<file path="config.mk">
export PLATFORM = sky130hd
export DESIGN_NAME = tlsv_chroma
export DESIGN_NICKNAME = d
export VERILOG_FILES = /design/src/hw/rtl/tlsv_pkg.sv /design/src/hw/rtl/tlsv_chroma.sv
export SDC_FILE = /design/constraint.sdc
export NUM_CORES = 2
export LEC_CHECK = 0
export BUFFER_PORTS_ARGS = -buffer_cell sky130_fd_sc_hd__buf_2
export CORE_ASPECT_RATIO = 1.2
export CORE_MARGIN = 2
export CORE_UTILIZATION = 50
export DETAILED_ROUTE_END_ITERATION = 8
export PLACE_DENSITY = 0.73
export SYNTH_ARGS = -nofsm -noshare
export SYNTH_HDL_FRONTEND = slang
export SYNTH_SLANG_ARGS = --single-unit
</file>
<file path="constraint.sdc">
create_clock -name clock -period 24.6 [get_ports clock]
set_input_delay 6.15 -clock clock [delete_from_list [all_inputs] [get_ports clock]]
set_output_delay 6.15 -clock clock [all_outputs]
set_load 0.1 [all_outputs]
</file>
<file path="src/hw/rtl/tlsv_pkg.sv">
// Shared types and constants for the tone table and saturation/vibrance core.
// Holds the item structs, configuration struct, codes and fixed-point widths.
// Depends on nothing; every other file refers to it by scoped names.
package tlsv_pkg;

   localparam int TABLE_DEPTH  = 256;
   localparam int TABLE_ADDR_W = $clog2(TABLE_DEPTH);

   localparam int CHAN_W      = 8;
   localparam int GAIN_W      = 18;
   localparam int CSR_DATA_W  = GAIN_W;
   localparam int CSR_INDEX_W = 2;

   localparam int FRAC_W     = 16;
   localparam int LUMA_W     = 24;
   localparam int CHROMA_W   = FRAC_W + 1;
   localparam int DIV_STAGES = FRAC_W + 1;
   localparam int VPROD_W    = GAIN_W + CHROMA_W + 1;
   localparam int SCALE_W    = GAIN_W + 2;
   localparam int DIFF_W     = CHAN_W + FRAC_W + 1;
   localparam int PROD_W     = DIFF_W + SCALE_W;
   localparam int ACC_W      = 48;
   localparam int ADJ_STAGES = 5;

   localparam logic [15:0] LUMA_WR = 16'd19595;
   localparam logic [15:0] LUMA_WG = 16'd38470;
   localparam logic [15:0] LUMA_WB = 16'd7471;

   localparam logic [CHROMA_W-1:0] ONE_Q16 = {1'b1, {FRAC_W{1'b0}}};
   localparam logic [GAIN_W-1:0] SAT_GAIN_RESET = {{(GAIN_W-FRAC_W-1){1'b0}}, 1'b1,
                                                   {FRAC_W{1'b0}}};
   localparam logic signed [ACC_W-1:0] ACC_ROUND = {{(ACC_W-32){1'b0}}, 32'h8000_0000};

   typedef enum logic [CSR_INDEX_W-1:0] {
      CSR_TONE_ENABLE = 2'd0,
      CSR_SAT_ENABLE  = 2'd1,
      CSR_SAT_GAIN    = 2'd2,
      CSR_VIB_GAIN    = 2'd3
   } csr_index_type;

   typedef enum logic {
      OP_PIXEL       = 1'b0,
      OP_TABLE_WRITE = 1'b1
   } opcode_type;

   typedef enum logic [1:0] {
      SEL_RED   = 2'd0,
      SEL_GREEN = 2'd1,
      SEL_BLUE  = 2'd2
   } table_select_type;

   typedef struct packed {
      logic              opcode;
      logic [CHAN_W-1:0] red;
      logic [CHAN_W-1:0] green;
      logic [CHAN_W-1:0] blue;
      logic [CHAN_W-1:0] alpha;
      logic              line_end;
      logic [1:0]        table_select;
      logic [7:0]        table_index;
      logic [CHAN_W-1:0] table_value;
   } req_type;

   typedef struct packed {
      logic [CHAN_W-1:0] out_red;
      logic [CHAN_W-1:0] out_green;
      logic [CHAN_W-1:0] out_blue;
      logic [CHAN_W-1:0] out_alpha;
      logic              out_line_end;
   } rsp_type;

   typedef struct packed {
      logic                     tone_lut_enable;
      logic                     saturation_enable;
      logic [GAIN_W-1:0]        saturation_gain;
      logic signed [GAIN_W-1:0] vibrance_gain;
   } cfg_type;

   typedef struct packed {
      logic [CHAN_W-1:0] red;
      logic [CHAN_W-1:0] green;
      logic [CHAN_W-1:0] blue;
      logic [CHAN_W-1:0] alpha;
      logic              line_end;
   } pix_type;

   typedef struct packed {
      pix_type             pix;
      logic [LUMA_W-1:0]   luma;
      logic [CHROMA_W-1:0] chroma;
   } chroma_type;

endpackage

</file>
<file path="src/hw/rtl/tlsv_chroma.sv">
// Chroma stage: luma, channel maximum and minimum, then a pipelined restoring
// divider that forms (max-min)/max in Q1.16, one quotient bit per stage.
// Depends on tlsv_pkg.
module tlsv_chroma (
   input  logic                 clock,
   input  logic                 reset,
   input  logic                 in_valid,
   output logic                 in_stall,
   input  tlsv_pkg::pix_type    in_pix,
   output logic                 out_valid,
   input  logic                 out_stall,
   output tlsv_pkg::chroma_type out_item
);

   typedef struct packed {
      tlsv_pkg::pix_type                 pix;
      logic [tlsv_pkg::LUMA_W-1:0]       luma;
      logic [tlsv_pkg::CHAN_W-1:0]       peak;
      logic [tlsv_pkg::CHAN_W-1:0]       rem;
      logic [tlsv_pkg::CHROMA_W-1:0]     quo;
      logic                              peak_zero;
   } div_type;

   logic [tlsv_pkg::DIV_STAGES-1:0] valid_ff, valid_in;
   logic [tlsv_pkg::DIV_STAGES:0]   ready;
   div_type                         stage_ff [tlsv_pkg::DIV_STAGES];
   div_type                         stage_in [tlsv_pkg::DIV_STAGES];
   logic [tlsv_pkg::CHAN_W:0]       trial    [tlsv_pkg::FRAC_W];
   logic [tlsv_pkg::FRAC_W-1:0]     take_bit;
   logic [tlsv_pkg::CHAN_W-1:0]     peak, low;

   always_comb begin
      ready[tlsv_pkg::DIV_STAGES] = !out_stall;
      for (int k = tlsv_pkg::DIV_STAGES - 1; k >= 0; k--) begin
         ready[k] = !valid_ff[k] || ready[k+1];
      end
      valid_in[0] = ready[0] ? in_valid : valid_ff[0];
      for (int k = 1; k < tlsv_pkg::DIV_STAGES; k++) begin
         valid_in[k] = ready[k] ? valid_ff[k-1] : valid_ff[k];
      end
   end

   assign in_stall = !ready[0];

   // Front stage: luma, extremes and the integer quotient bit, which is set
   // only when the minimum is zero (then the difference equals the maximum).
   always_comb begin
      peak = in_pix.red;
      low  = in_pix.red;
      if (in_pix.green > peak) begin
         peak = in_pix.green;
      end
      if (in_pix.green < low) begin
         low = in_pix.green;
      end
      if (in_pix.blue > peak) begin
         peak = in_pix.blue;
      end
      if (in_pix.blue < low) begin
         low = in_pix.blue;
      end
      stage_in[0].pix       = in_pix;
      stage_in[0].luma      = tlsv_pkg::LUMA_W'(tlsv_pkg::LUMA_WR) *
                              tlsv_pkg::LUMA_W'(in_pix.red) +
                              tlsv_pkg::LUMA_W'(tlsv_pkg::LUMA_WG) *
                              tlsv_pkg::LUMA_W'(in_pix.green) +
                              tlsv_pkg::LUMA_W'(tlsv_pkg::LUMA_WB) *
                              tlsv_pkg::LUMA_W'(in_pix.blue);
      stage_in[0].peak      = peak;
      stage_in[0].peak_zero = (peak == '0);
      if ((low == '0) && (peak != '0)) begin
         stage_in[0].rem = '0;
         stage_in[0].quo = tlsv_pkg::ONE_Q16;
      end else begin
         stage_in[0].rem = peak - low;
         stage_in[0].quo = '0;
      end

      // One fractional quotient bit per stage, most significant first.
      for (int k = 1; k < tlsv_pkg::DIV_STAGES; k++) begin
         trial[k-1]    = {stage_ff[k-1].rem, 1'b0};
         take_bit[k-1] = trial[k-1] >= {1'b0, stage_ff[k-1].peak};
         stage_in[k]   = stage_ff[k-1];
         if (take_bit[k-1]) begin
            stage_in[k].rem = tlsv_pkg::CHAN_W'(trial[k-1] - {1'b0, stage_ff[k-1].peak});
         end else begin
            stage_in[k].rem = trial[k-1][tlsv_pkg::CHAN_W-1:0];
         end
         stage_in[k].quo[tlsv_pkg::FRAC_W-k] = take_bit[k-1];
      end
   end

   always_ff @(posedge clock) begin
      for (int k = 0; k < tlsv_pkg::DIV_STAGES; k++) begin
         if (ready[k]) begin
            stage_ff[k] <= stage_in[k];
         end
      end
   end

   always_ff @(posedge clock) begin
      if (reset) begin
         valid_ff <= '0;
      end else begin
         valid_ff <= valid_in;
      end
   end

   assign out_valid       = valid_ff[tlsv_pkg::DIV_STAGES-1];
   assign out_item.pix    = stage_ff[tlsv_pkg::DIV_STAGES-1].pix;
   assign out_item.luma   = stage_ff[tlsv_pkg::DIV_STAGES-1].luma;
   assign out_item.chroma = stage_ff[tlsv_pkg::DIV_STAGES-1].peak_zero ? '0 :
                            stage_ff[tlsv_pkg::DIV_STAGES-1].quo;

   a_chroma_range: assert property (@(posedge clock) disable iff (reset)
      out_valid |-> (out_item.chroma <= tlsv_pkg::ONE_Q16))
      else $error("chroma above one");

   a_rem_below_divisor: assert property (@(posedge clock) disable iff (reset)
      (out_valid && !stage_ff[tlsv_pkg::DIV_STAGES-1].peak_zero) |->
      (stage_ff[tlsv_pkg::DIV_STAGES-1].rem < stage_ff[tlsv_pkg::DIV_STAGES-1].peak))
      else $error("divider remainder not below divisor");

endmodule

</file>
==> impl_metrics.tcl <==
set metrics [dict create \
    outcome "finished clean" \
    clkTransAtPathRegs_ns 0.07 \
    cts-root-buf "clkbuf_16" \
    cts_buffers 132 \
    yosysTopAreaCellShare_pct 72.97 \
    final_antenna_net_count 0 \
    grt_pass1_wl_mm 137.0 \
    start_util_pct 50.28 \
    cts_tree "done" \
    drive_above_1_share_pct 12.52 \
    drc 0 \
    grt_pass1_vias 26760 \
    ys_ff_latch 1412 \
    p_leak_nw 25.65 \
    die_w_um 313.3 \
    globalRoute.totalOverflow 0 \
    drt-initial-drc-count 1155 \
    firstDrtPassIters 5 \
    grtUsageTotal_pct 14.84 \
    yosysUniqueCellTypes 71 \
    grt_max_degree 87 \
    wl_per_cell_um 16.38 \
    end_kind "primary output" \
    path_max_fanout 39 \
    area_growth_pct 11.15 \
    cp-start-kind "input pin" \
    yosys_warnings 0 \
    post_cts_resize_count 0 \
    ys.flop_type "edfxtp_1" \
    maxSlewViolCount 0 \
    dpl_cell_area_sq_um 59620 \
    multi_input_area_sq_um 13250 \
    postSynth.asyncResetShare_pct 0 \
    finalCriticalPeriod_ns 16.14 \
    final-seq-area_sq_um 42230 \
    io_pins 113 \
    setup_violations 0 \
    num-fill-cells 8637 \
    antenna_cells 0 \
    synth_edf_count 1395 \
    dp_hpwl_mm 56.18 \
    vias_per_cell 4.965 \
    syn_inst 3324 \
    synth_area_leaders "edfxtp_1 (73%), ha_1 (6.9%), fa_1 (4.7%)" \
    power.density_nw_per_um2 139.7 \
    worstPathRequired_ns 18.45 \
    rrSetupSlack_ns 19.86 \
    finalPower_mw 8.913 \
    skew_ns 0.02721 \
    hold_violations 0 \
    fin_crit_sh_pct 65.61 \
    antenna_found_initial 1 \
    clk_latency_ns 0.72 \
    core_area_sq_um 114200 \
    yosysSeqAreaShare_pct 73.56 \
    tightest_slew_ns 1.137 \
    synthesis.area_sq_um 57410 \
    worstPathArrival_ns 9.99 \
    final_cell_area_sq_um 63810 \
    clock_sinks 1412 \
    num_rows 136 \
    fin_setup_tns_ns 0 \
    dieArea_sq_um 117600 \
    syn_avg_cell_area_sq_um 17.27 \
    rsz0062_at_grt "false" \
    synth_top_cell_by_area "edfxtp_1" \
    post_cts_buffers 0 \
    clockBufferDepth 3 \
    wirelength_mm 84.27 \
    nNetsFinal 4009 \
    max_cap_viol_count 0 \
    ir_drop_uv 175.6 \
    portBuffers 112 \
    dr_total_vias 25540 \
    synth_nets 3812 \
    fmax_mhz 61.95 \
    holdCritPathClass "flop to flop" \
    die_y_um 375.2 \
    critical_path_class "input pin to primary output" \
    relSlewSlack_pct 24.19 \
    gp_congestion 0.8629 \
    ctsHoldBuffers 0 \
    htreeDepth 4 \
]
==> state kept, by name, summed over array words and instances, names as in the netlist <==
register / flops
stage_ff: 1395
valid_ff: 17
==> cells by family (layout without fill, tap and decap cells) <==
kind of cell,Yosys count,after routing,synth area share (%)
xor gates and xnor gates,77,77,1.175
AOI/OAI and AO/OA,342,342,4.113
adders and majority gates,451,451,11.59
muxes,96,96,1.855
buffers and inverters,480,782,3.524
and+or+nand+nor,466,466,4.176
DFF,1412,1412,73.56
==> final cells by class <==
cell class	instances	share of cell area, %
flip-flops and latches	1412	66.18
multi-input cells	1432	20.76
clock buffers	163	5.525
well taps	1518	2.976
inverters	414	2.441
repair buffers	129	1.078
clock inverters	76	1.035
==> cell usage in the layout, fill, tap and decap left out, types with 27 or more instances in the layout <==
cell,n
xnor2_1,52
ha_1,316
o21ai_1,34
buf_2,112
fa_1,135
clkbuf_16,137
inv_1,408
mux2_2,76
a21oi_1,71
o21ai_0,65
edfxtp_1,1395
a21o_1,36
nor2_1,154
nand2_1,68
nand3_1,31
nand2b_1,37
and2_1,27
nor2b_1,56
==> through the flow <==
step	hold WS [ns]	instances	setup WS, ns	utilization [%]
floorplan	0.4003	3324	4.629	-
global placement	0.4004	4905	8.502	52.22
detailed placement	0.4045	4905	8.347	52.22
CTS	0.3879	5144	8.335	55.89
global route	0.4130	5144	8.021	55.89
finish	0.3881	5144	8.459	55.89
==> worst paths after layout <==
path,start,to,depth (start not counted)
worst max-delay path,out_stall,in_stall,10
worst min-delay path,stage_ff[0][894],stage_ff[0][985],0
worst max register to register,valid_ff[16],stage_ff[0][60],9
worst min register to register,stage_ff[0][894],stage_ff[0][985],0
==> synthesized netlist by cell type, drive strengths merged (3+ instances only) <==
cell type and number:
xnor2 52, mux2 77, buf 61, and3 7, nand2 76, nor2 154, and2 28, or3 3
clkbuf 5, o211ai 8, a221oi 4, nor2b 57, edfxtp 1395, a211oi 22, dfxtp 17, nor4b 15
a2bb2oi 17, o21ai 99, mux2i 19, a21o 36, a31oi 6, or2 7, o21bai 6, o2111ai 4
nand4 18, nand2b 37, inv 414, o31ai 3, nor4 6, a21oi 71, fa 135, xor2 25
nand3 35, ha 316, and4 5, nor3 13, o21a 18, a21boi 33
==> critical path: stages <==
cell	delay, ns
buf_2	0.12
and3_1	0.35
clkinv_2	0.58
nor2_1	0.40
and2_0	0.46
clkinv_2	0.49
nor2_1	0.67
nand4_1	0.25
inv_1	0.09
buf_2	0.42
==> power breakdown <==
| part | internal [mW] | total (mW) | switching (mW) | leakage [nW] |
|---|---|---|---|---|
| sequential | 3.62 | 3.85 | 0.233 | 14.9 |
| clock | 1.10 | 1.93 | 0.828 | 2.03 |
| combinational | 1.33 | 3.13 | 1.80 | 8.75 |
==> metal layers <==
metal	global-route usage, %	wire length (um)	share of wire [%]	vias up
met3	2.731	3006	3.6	179
met4	6.653	3134	3.7	2
met2	27.23	45230	54	423
met1	16.73	32880	39	12450
li1	-	-	-	12480
met5	0	13	0.015	-
No activity file was read; power rests on OpenSTA's default activity.
