--- src/hw/rtl/tlsv_pkg.sv ---
// Shared types and constants for the tone table and saturation/vibrance core.
// Holds the item structs, configuration struct, codes and fixed-point widths.
// Depends on nothing; every other file refers to it by scoped names.
package tlsv_pkg;

   localparam int TABLE_DEPTH  = 256;
   localparam int TABLE_ADDR_W = $clog2(TABLE_DEPTH);

   localparam int CHAN_W      = 8;
   localparam int GAIN_W      = 18;
   localparam int CSR_DATA_W  = GAIN_W;
   localparam int CSR_INDEX_W = 2;

   localparam int FRAC_W     = 16;
   localparam int LUMA_W     = 24;
   localparam int CHROMA_W   = FRAC_W + 1;
   localparam int DIV_STAGES = FRAC_W + 1;
   localparam int VPROD_W    = GAIN_W + CHROMA_W + 1;
   localparam int SCALE_W    = GAIN_W + 2;
   localparam int DIFF_W     = CHAN_W + FRAC_W + 1;
   localparam int PROD_W     = DIFF_W + SCALE_W;
   localparam int ACC_W      = 48;
   localparam int ADJ_STAGES = 5;

   localparam logic [15:0] LUMA_WR = 16'd19595;
   localparam logic [15:0] LUMA_WG = 16'd38470;
   localparam logic [15:0] LUMA_WB = 16'd7471;

   localparam logic [CHROMA_W-1:0] ONE_Q16 = {1'b1, {FRAC_W{1'b0}}};
   localparam logic [GAIN_W-1:0] SAT_GAIN_RESET = {{(GAIN_W-FRAC_W-1){1'b0}}, 1'b1,
                                                   {FRAC_W{1'b0}}};
   localparam logic signed [ACC_W-1:0] ACC_ROUND = {{(ACC_W-32){1'b0}}, 32'h8000_0000};

   typedef enum logic [CSR_INDEX_W-1:0] {
      CSR_TONE_ENABLE = 2'd0,
      CSR_SAT_ENABLE  = 2'd1,
      CSR_SAT_GAIN    = 2'd2,
      CSR_VIB_GAIN    = 2'd3
   } csr_index_type;

   typedef enum logic {
      OP_PIXEL       = 1'b0,
      OP_TABLE_WRITE = 1'b1
   } opcode_type;

   typedef enum logic [1:0] {
      SEL_RED   = 2'd0,
      SEL_GREEN = 2'd1,
      SEL_BLUE  = 2'd2
   } table_select_type;

   typedef struct packed {
      logic              opcode;
      logic [CHAN_W-1:0] red;
      logic [CHAN_W-1:0] green;
      logic [CHAN_W-1:0] blue;
      logic [CHAN_W-1:0] alpha;
      logic              line_end;
      logic [1:0]        table_select;
      logic [7:0]        table_index;
      logic [CHAN_W-1:0] table_value;
   } req_type;

   typedef struct packed {
      logic [CHAN_W-1:0] out_red;
      logic [CHAN_W-1:0] out_green;
      logic [CHAN_W-1:0] out_blue;
      logic [CHAN_W-1:0] out_alpha;
      logic              out_line_end;
   } rsp_type;

   typedef struct packed {
      logic                     tone_lut_enable;
      logic                     saturation_enable;
      logic [GAIN_W-1:0]        saturation_gain;
      logic signed [GAIN_W-1:0] vibrance_gain;
   } cfg_type;

   typedef struct packed {
      logic [CHAN_W-1:0] red;
      logic [CHAN_W-1:0] green;
      logic [CHAN_W-1:0] blue;
      logic [CHAN_W-1:0] alpha;
      logic              line_end;
   } pix_type;

   typedef struct packed {
      pix_type             pix;
      logic [LUMA_W-1:0]   luma;
      logic [CHROMA_W-1:0] chroma;
   } chroma_type;

endpackage

--- src/hw/rtl/tlsv_adjust.sv ---
// Adjust stage: saturation/vibrance scale, per-channel scaling about luma,
// rounding, clamping and the result register.
// Depends on tlsv_pkg.
module tlsv_adjust (
   input  logic                 clock,
   input  logic                 reset,
   input  tlsv_pkg::cfg_type    cfg,
   input  logic                 in_valid,
   output logic                 in_stall,
   input  tlsv_pkg::chroma_type in_item,
   output logic                 out_valid,
   input  logic                 out_stall,
   output tlsv_pkg::rsp_type    out_item
);

   typedef struct packed {
      tlsv_pkg::pix_type                  pix;
      logic [tlsv_pkg::LUMA_W-1:0]        luma;
      logic signed [tlsv_pkg::VPROD_W-1:0] vprod;
   } vib_type;

   typedef struct packed {
      tlsv_pkg::pix_type                  pix;
      logic [tlsv_pkg::LUMA_W-1:0]        luma;
      logic signed [tlsv_pkg::SCALE_W-1:0] scale;
      logic signed [tlsv_pkg::DIFF_W-1:0]  diff_r;
      logic signed [tlsv_pkg::DIFF_W-1:0]  diff_g;
      logic signed [tlsv_pkg::DIFF_W-1:0]  diff_b;
   } scale_type;

   typedef struct packed {
      tlsv_pkg::pix_type                  pix;
      logic [tlsv_pkg::LUMA_W-1:0]        luma;
      logic signed [tlsv_pkg::PROD_W-1:0]  prod_r;
      logic signed [tlsv_pkg::PROD_W-1:0]  prod_g;
      logic signed [tlsv_pkg::PROD_W-1:0]  prod_b;
   } prod_type;

   typedef struct packed {
      tlsv_pkg::pix_type                  pix;
      logic signed [tlsv_pkg::ACC_W-1:0]   acc_r;
      logic signed [tlsv_pkg::ACC_W-1:0]   acc_g;
      logic signed [tlsv_pkg::ACC_W-1:0]   acc_b;
   } acc_type;

   localparam int S_VIB   = 0;
   localparam int S_SCALE = 1;
   localparam int S_PROD  = 2;
   localparam int S_ACC   = 3;
   localparam int S_OUT   = 4;

   logic [tlsv_pkg::ADJ_STAGES-1:0] valid_ff, valid_in;
   logic [tlsv_pkg::ADJ_STAGES:0]   ready;

   vib_type           vib_ff, vib_in;
   scale_type         scale_ff, scale_in;
   prod_type          prod_ff, prod_in;
   acc_type           acc_ff, acc_in;
   tlsv_pkg::rsp_type rsp_ff, rsp_in;

   logic signed [tlsv_pkg::CHROMA_W:0]  weight;
   logic signed [tlsv_pkg::VPROD_W-1:0] vib_shift;
   logic signed [tlsv_pkg::ACC_W-1:0]   luma_q32;

   // Round-half-up has already been added; the top bits are the floored value.
   function automatic logic [tlsv_pkg::CHAN_W-1:0] clamp_channel(
      input logic signed [tlsv_pkg::ACC_W-1:0] acc
   );
      logic [tlsv_pkg::CHAN_W-1:0] res;
      if (acc[tlsv_pkg::ACC_W-1]) begin
         res = '0;
      end else if (|acc[tlsv_pkg::ACC_W-2:2*tlsv_pkg::FRAC_W+tlsv_pkg::CHAN_W]) begin
         res = '1;
      end else begin
         res = acc[2*tlsv_pkg::FRAC_W +: tlsv_pkg::CHAN_W];
      end
      return res;
   endfunction

   function automatic logic signed [tlsv_pkg::DIFF_W-1:0] chan_diff(
      input logic [tlsv_pkg::CHAN_W-1:0] c,
      input logic [tlsv_pkg::LUMA_W-1:0] luma
   );
      return $signed({1'b0, c, {tlsv_pkg::FRAC_W{1'b0}}}) - $signed({1'b0, luma});
   endfunction

   always_comb begin
      ready[tlsv_pkg::ADJ_STAGES] = !out_stall;
      for (int k = tlsv_pkg::ADJ_STAGES - 1; k >= 0; k--) begin
         ready[k] = !valid_ff[k] || ready[k+1];
      end
      valid_in[0] = ready[0] ? in_valid : valid_ff[0];
      for (int k = 1; k < tlsv_pkg::ADJ_STAGES; k++) begin
         valid_in[k] = ready[k] ? valid_ff[k-1] : valid_ff[k];
      end
   end

   assign in_stall = !ready[0];

   always_comb begin
      // Vibrance weight (1 - chroma) and its product with the vibrance gain.
      weight       = $signed({1'b0, tlsv_pkg::ONE_Q16 - in_item.chroma});
      vib_in.pix   = in_item.pix;
      vib_in.luma  = in_item.luma;
      vib_in.vprod = $signed(cfg.vibrance_gain) * weight;

      // Scale in Q16 and the signed channel offsets from luma.
      vib_shift       = vib_ff.vprod >>> tlsv_pkg::FRAC_W;
      scale_in.pix    = vib_ff.pix;
      scale_in.luma   = vib_ff.luma;
      scale_in.scale  = $signed({{(tlsv_pkg::SCALE_W-tlsv_pkg::GAIN_W){1'b0}},
                                 cfg.saturation_gain}) +
                        $signed(vib_shift[tlsv_pkg::SCALE_W-1:0]);
      scale_in.diff_r = chan_diff(vib_ff.pix.red, vib_ff.luma);
      scale_in.diff_g = chan_diff(vib_ff.pix.green, vib_ff.luma);
      scale_in.diff_b = chan_diff(vib_ff.pix.blue, vib_ff.luma);

      prod_in.pix    = scale_ff.pix;
      prod_in.luma   = scale_ff.luma;
      prod_in.prod_r = scale_ff.diff_r * scale_ff.scale;
      prod_in.prod_g = scale_ff.diff_g * scale_ff.scale;
      prod_in.prod_b = scale_ff.diff_b * scale_ff.scale;

      luma_q32 = $signed({{(tlsv_pkg::ACC_W-tlsv_pkg::LUMA_W-tlsv_pkg::FRAC_W){1'b0}},
                          prod_ff.luma, {tlsv_pkg::FRAC_W{1'b0}}});
      acc_in.pix   = prod_ff.pix;
      acc_in.acc_r = luma_q32 + tlsv_pkg::ACC_W'(prod_ff.prod_r) + tlsv_pkg::ACC_ROUND;
      acc_in.acc_g = luma_q32 + tlsv_pkg::ACC_W'(prod_ff.prod_g) + tlsv_pkg::ACC_ROUND;
      acc_in.acc_b = luma_q32 + tlsv_pkg::ACC_W'(prod_ff.prod_b) + tlsv_pkg::ACC_ROUND;

      rsp_in.out_alpha    = acc_ff.pix.alpha;
      rsp_in.out_line_end = acc_ff.pix.line_end;
      if (cfg.saturation_enable) begin
         rsp_in.out_red   = clamp_channel(acc_ff.acc_r);
         rsp_in.out_green = clamp_channel(acc_ff.acc_g);
         rsp_in.out_blue  = clamp_channel(acc_ff.acc_b);
      end else begin
         rsp_in.out_red   = acc_ff.pix.red;
         rsp_in.out_green = acc_ff.pix.green;
         rsp_in.out_blue  = acc_ff.pix.blue;
      end
   end

   always_ff @(posedge clock) begin
      if (ready[S_VIB]) begin
         vib_ff <= vib_in;
      end
      if (ready[S_SCALE]) begin
         scale_ff <= scale_in;
      end
      if (ready[S_PROD]) begin
         prod_ff <= prod_in;
      end
      if (ready[S_ACC]) begin
         acc_ff <= acc_in;
      end
      if (ready[S_OUT]) begin
         rsp_ff <= rsp_in;
      end
   end

   always_ff @(posedge clock) begin
      if (reset) begin
         valid_ff <= '0;
      end else begin
         valid_ff <= valid_in;
      end
   end

   assign out_valid = valid_ff[S_OUT];
   assign out_item  = rsp_ff;

   // Alpha and line end must leave exactly as they entered the last stage.
   a_passthrough: assert property (@(posedge clock) disable iff (reset)
      (valid_ff[S_ACC] && ready[S_OUT]) |=>
      (out_item.out_alpha == $past(acc_ff.pix.alpha)) &&
      (out_item.out_line_end == $past(acc_ff.pix.line_end)))
      else $error("alpha or line end altered");

endmodule

--- config.mk ---
export PLATFORM = sky130hd
export DESIGN_NAME = tlsv_adjust
export DESIGN_NICKNAME = d
export VERILOG_FILES = /design/src/hw/rtl/tlsv_pkg.sv /design/src/hw/rtl/tlsv_adjust.sv
export SDC_FILE = /design/constraint.sdc
export NUM_CORES = 2
export LEC_CHECK = 0
export BUFFER_PORTS_ARGS = -buffer_cell sky130_fd_sc_hd__buf_2
export CORE_UTILIZATION = 55
export DETAILED_ROUTE_END_ITERATION = 16
export PLACE_DENSITY = 0.71
export SETUP_SLACK_MARGIN = 0.1
export SYNTH_ARGS = -nofsm -noshare
export SYNTH_HDL_FRONTEND = slang
export SYNTH_SLANG_ARGS = --single-unit
--- constraint.sdc ---
create_clock -name clock -period 18.4 [get_ports clock]
set_input_delay 3.68 -clock clock [delete_from_list [all_inputs] [get_ports clock]]
set_output_delay 3.68 -clock clock [all_outputs]
set_load 0.05 [all_outputs]
==> results.json <==
{
  "first_global_vias": 48456,
  "yosysSeqAreaShare": 0.200,
  "tns_ns": 0,
  "antenna_found_initial": 5,
  "worstMarginPinSlew_ns": 1.20,
  "post-synth-top-count-cell": "inv_1",
  "die_h_um": 354,
  "fin_crit_ns": 11.78,
  "maxCapViolCount": 0,
  "crit_family": "adder cells",
  "wl_per_cell_um": 19.6,
  "drt_iter0_markers": 3121,
  "synth_cell_types": 64,
  "cp.required_ns": 18.76,
  "grt_first_pass_wirelength_mm": 262,
  "critPathKind": "primary input to flip-flop",
  "clock_skew_ns": 0.0254,
  "cp_slowest_cell": "nor4_1",
  "yosys_register_bits": 456,
  "crit_buf_inv": 5,
  "outcome": "complete, no violations",
  "via_per_inst": 5.33,
  "cp-end-kind": "flip-flop",
  "antenna_left": 0,
  "fin_crit_sh": 0.640,
  "cts-resized-gates": 0,
  "port_buffers": 149,
  "antennaDiodeCount": 0,
  "syn_nets": 8539,
  "die_area_um2": 125000,
  "rsz0062_at_grt": "false",
  "yosysTopAreaCellShare": 0.425,
  "io_pins": 151,
  "rows": 128,
  "clock_path_buffers": 3,
  "post_cts_buffers": 0,
  "setup-violations-final": 0,
  "design_area_um2": 72300,
  "first_pass_iters": 8,
  "synthCells": 6511,
  "clk_latency_ns": 0.62,
  "area_growth_pct": 6.11,
  "clockRootBuffer": "clkbuf_16",
  "start_kind": "primary input",
  "clk_pin_slew_worst_paths_ns": 0.07,
  "cts-buffers-inserted": 48,
  "netlist_top_cells_count": "1725 x inv_1, 1447 x fa_1, 657 x nand2_1, 519 x and2_1, 465 x ha_1",
  "relSlewSlack": 0.200,
  "arrival_ns": 12.14,
  "synth_edf_count": 451,
  "cp_max_fo": 18,
  "coreArea_um2": 122000,
  "cts.sinks": 456,
  "place.gp.congestion": 0.900,
  "finalMaxSlewViolations": 0,
  "vias": 43765,
  "wl_mm": 161,
  "drc": 0,
  "post-place-ws_ns": 5.91,
  "cp_slowest_stage_delay_ns": 0.56,
  "max_freq_mhz": 84.9,
  "cp_common_cell": "fa_1",
  "cts_tree": "built",
  "final_core_utilization": 0.591,
  "dp_hpwl_mm": 128,
  "hold_path_class": "flip-flop to flip-flop",
  "grt_max_degree": 77,
  "drive_above_1_share": 0.0522,
  "synthFlopType": "edfxtp_1",
  "grt.total_usage": 0.270,
  "die_x_um": 354,
  "htreeDepth": 2,
  "syn_area_per_cell_um2": 10.5,
  "final_nets": 8582,
  "start_util": 0.557,
  "synth_warnings": 0,
  "synthArstFlopShare": 0,
  "yosysTopAreaCell": "fa_1",
  "ctsHoldBuffers": 0,
  "synth.area.top_cells": "fa_1 42%, edfxtp_1 20%, inv_1 9.5%",
  "finalHoldViolations": 0,
  "postPlaceCellArea_um2": 70700,
  "synth_area_um2": 68200,
  "worst_slack_ns": 6.62,
  "grt-ovfl-total": 0
}
logic make-up after synthesis:
family	synth area share
buffers and inverters	0.107
adders and majority gates	0.510
and+or+nand+nor	0.112
DFF	0.200
AOI/OAI and AO/OA	0.0380
xor gates and xnor gates	0.0280
muxes	0.00396
area by class of cell:
class | count | area, um^2
Inverter | 1725 | 6480
Sequential cell | 456 | 13600
Tap cell | 1625 | 2030
Clock inverter | 29 | 374
Timing Repair Buffer | 217 | 1260
Multi-Input combinational cell | 4106 | 47300
Clock buffer | 58 | 1260
Fill cell | 10144 | 50000
path summary, 6_finish.rpt:
path	from	end	slack [ns]	depth (start not counted)
worst min-delay path	prod_in[189]$_DFFE_PP_	acc_in[174]$_DFFE_PP_	0.41	0
worst max-delay path	in_item[4]	vib_ff[35]$_DFFE_PN_	6.62	29
worst max register to register	scale_ff[60]$_DFFE_PP_	prod_ff[44]$_DFFE_PP_	9.49	27
worst min register to register	prod_in[189]$_DFFE_PP_	acc_in[174]$_DFFE_PP_	0.41	0
per-stage QoR:
step	hold slack, ns	std cells
global placement	0.400	8129
floorplan	0.400	6511
finish	0.409	8216
detailed placement	0.405	8129
CTS	0.413	8216
global route	0.420	8216
cell usage in the layout, fill, tap and decap left out, types with 35 or more instances in the layout:
master | synthesis | layout
nand2_1 | 657 | 656
xor2_1 | 77 | 75
o21ai_0 | 64 | 64
fa_1 | 1447 | 1447
buf_2 | 0 | 149
a21oi_1 | 127 | 127
nor3_1 | 48 | 48
xnor2_1 | 141 | 135
inv_1 | 1725 | 1724
clkbuf_16 | 0 | 48
and2_1 | 519 | 519
a21o_1 | 56 | 56
buf_4 | 0 | 68
ha_1 | 465 | 465
edfxtp_1 | 451 | 451
nor2b_1 | 35 | 35
nor2_1 | 162 | 162
o21a_1 | 43 | 43
state kept, by name (all words and copies together), names as in the netlist:
signal,count
prod_ff,87
acc_ff,78
scale_ff,62
prod_in,57
scale_in,57
acc_in,33
out_item,33
luma_q32,24
vib_ff,20
valid_ff,5
layer usage:
layer,vias to the layer above,wire length (um),GRT usage
met3,342,11400,0.0442
met2,1385,78200,0.456
met4,6,6410,0.0985
met5,-,41,0
li1,19433,-,-
met1,22599,64700,0.353
Power is left out: the tool's default activity adds up to more than one toggle a clock period on the data nets, which glitch-free logic cannot reach.
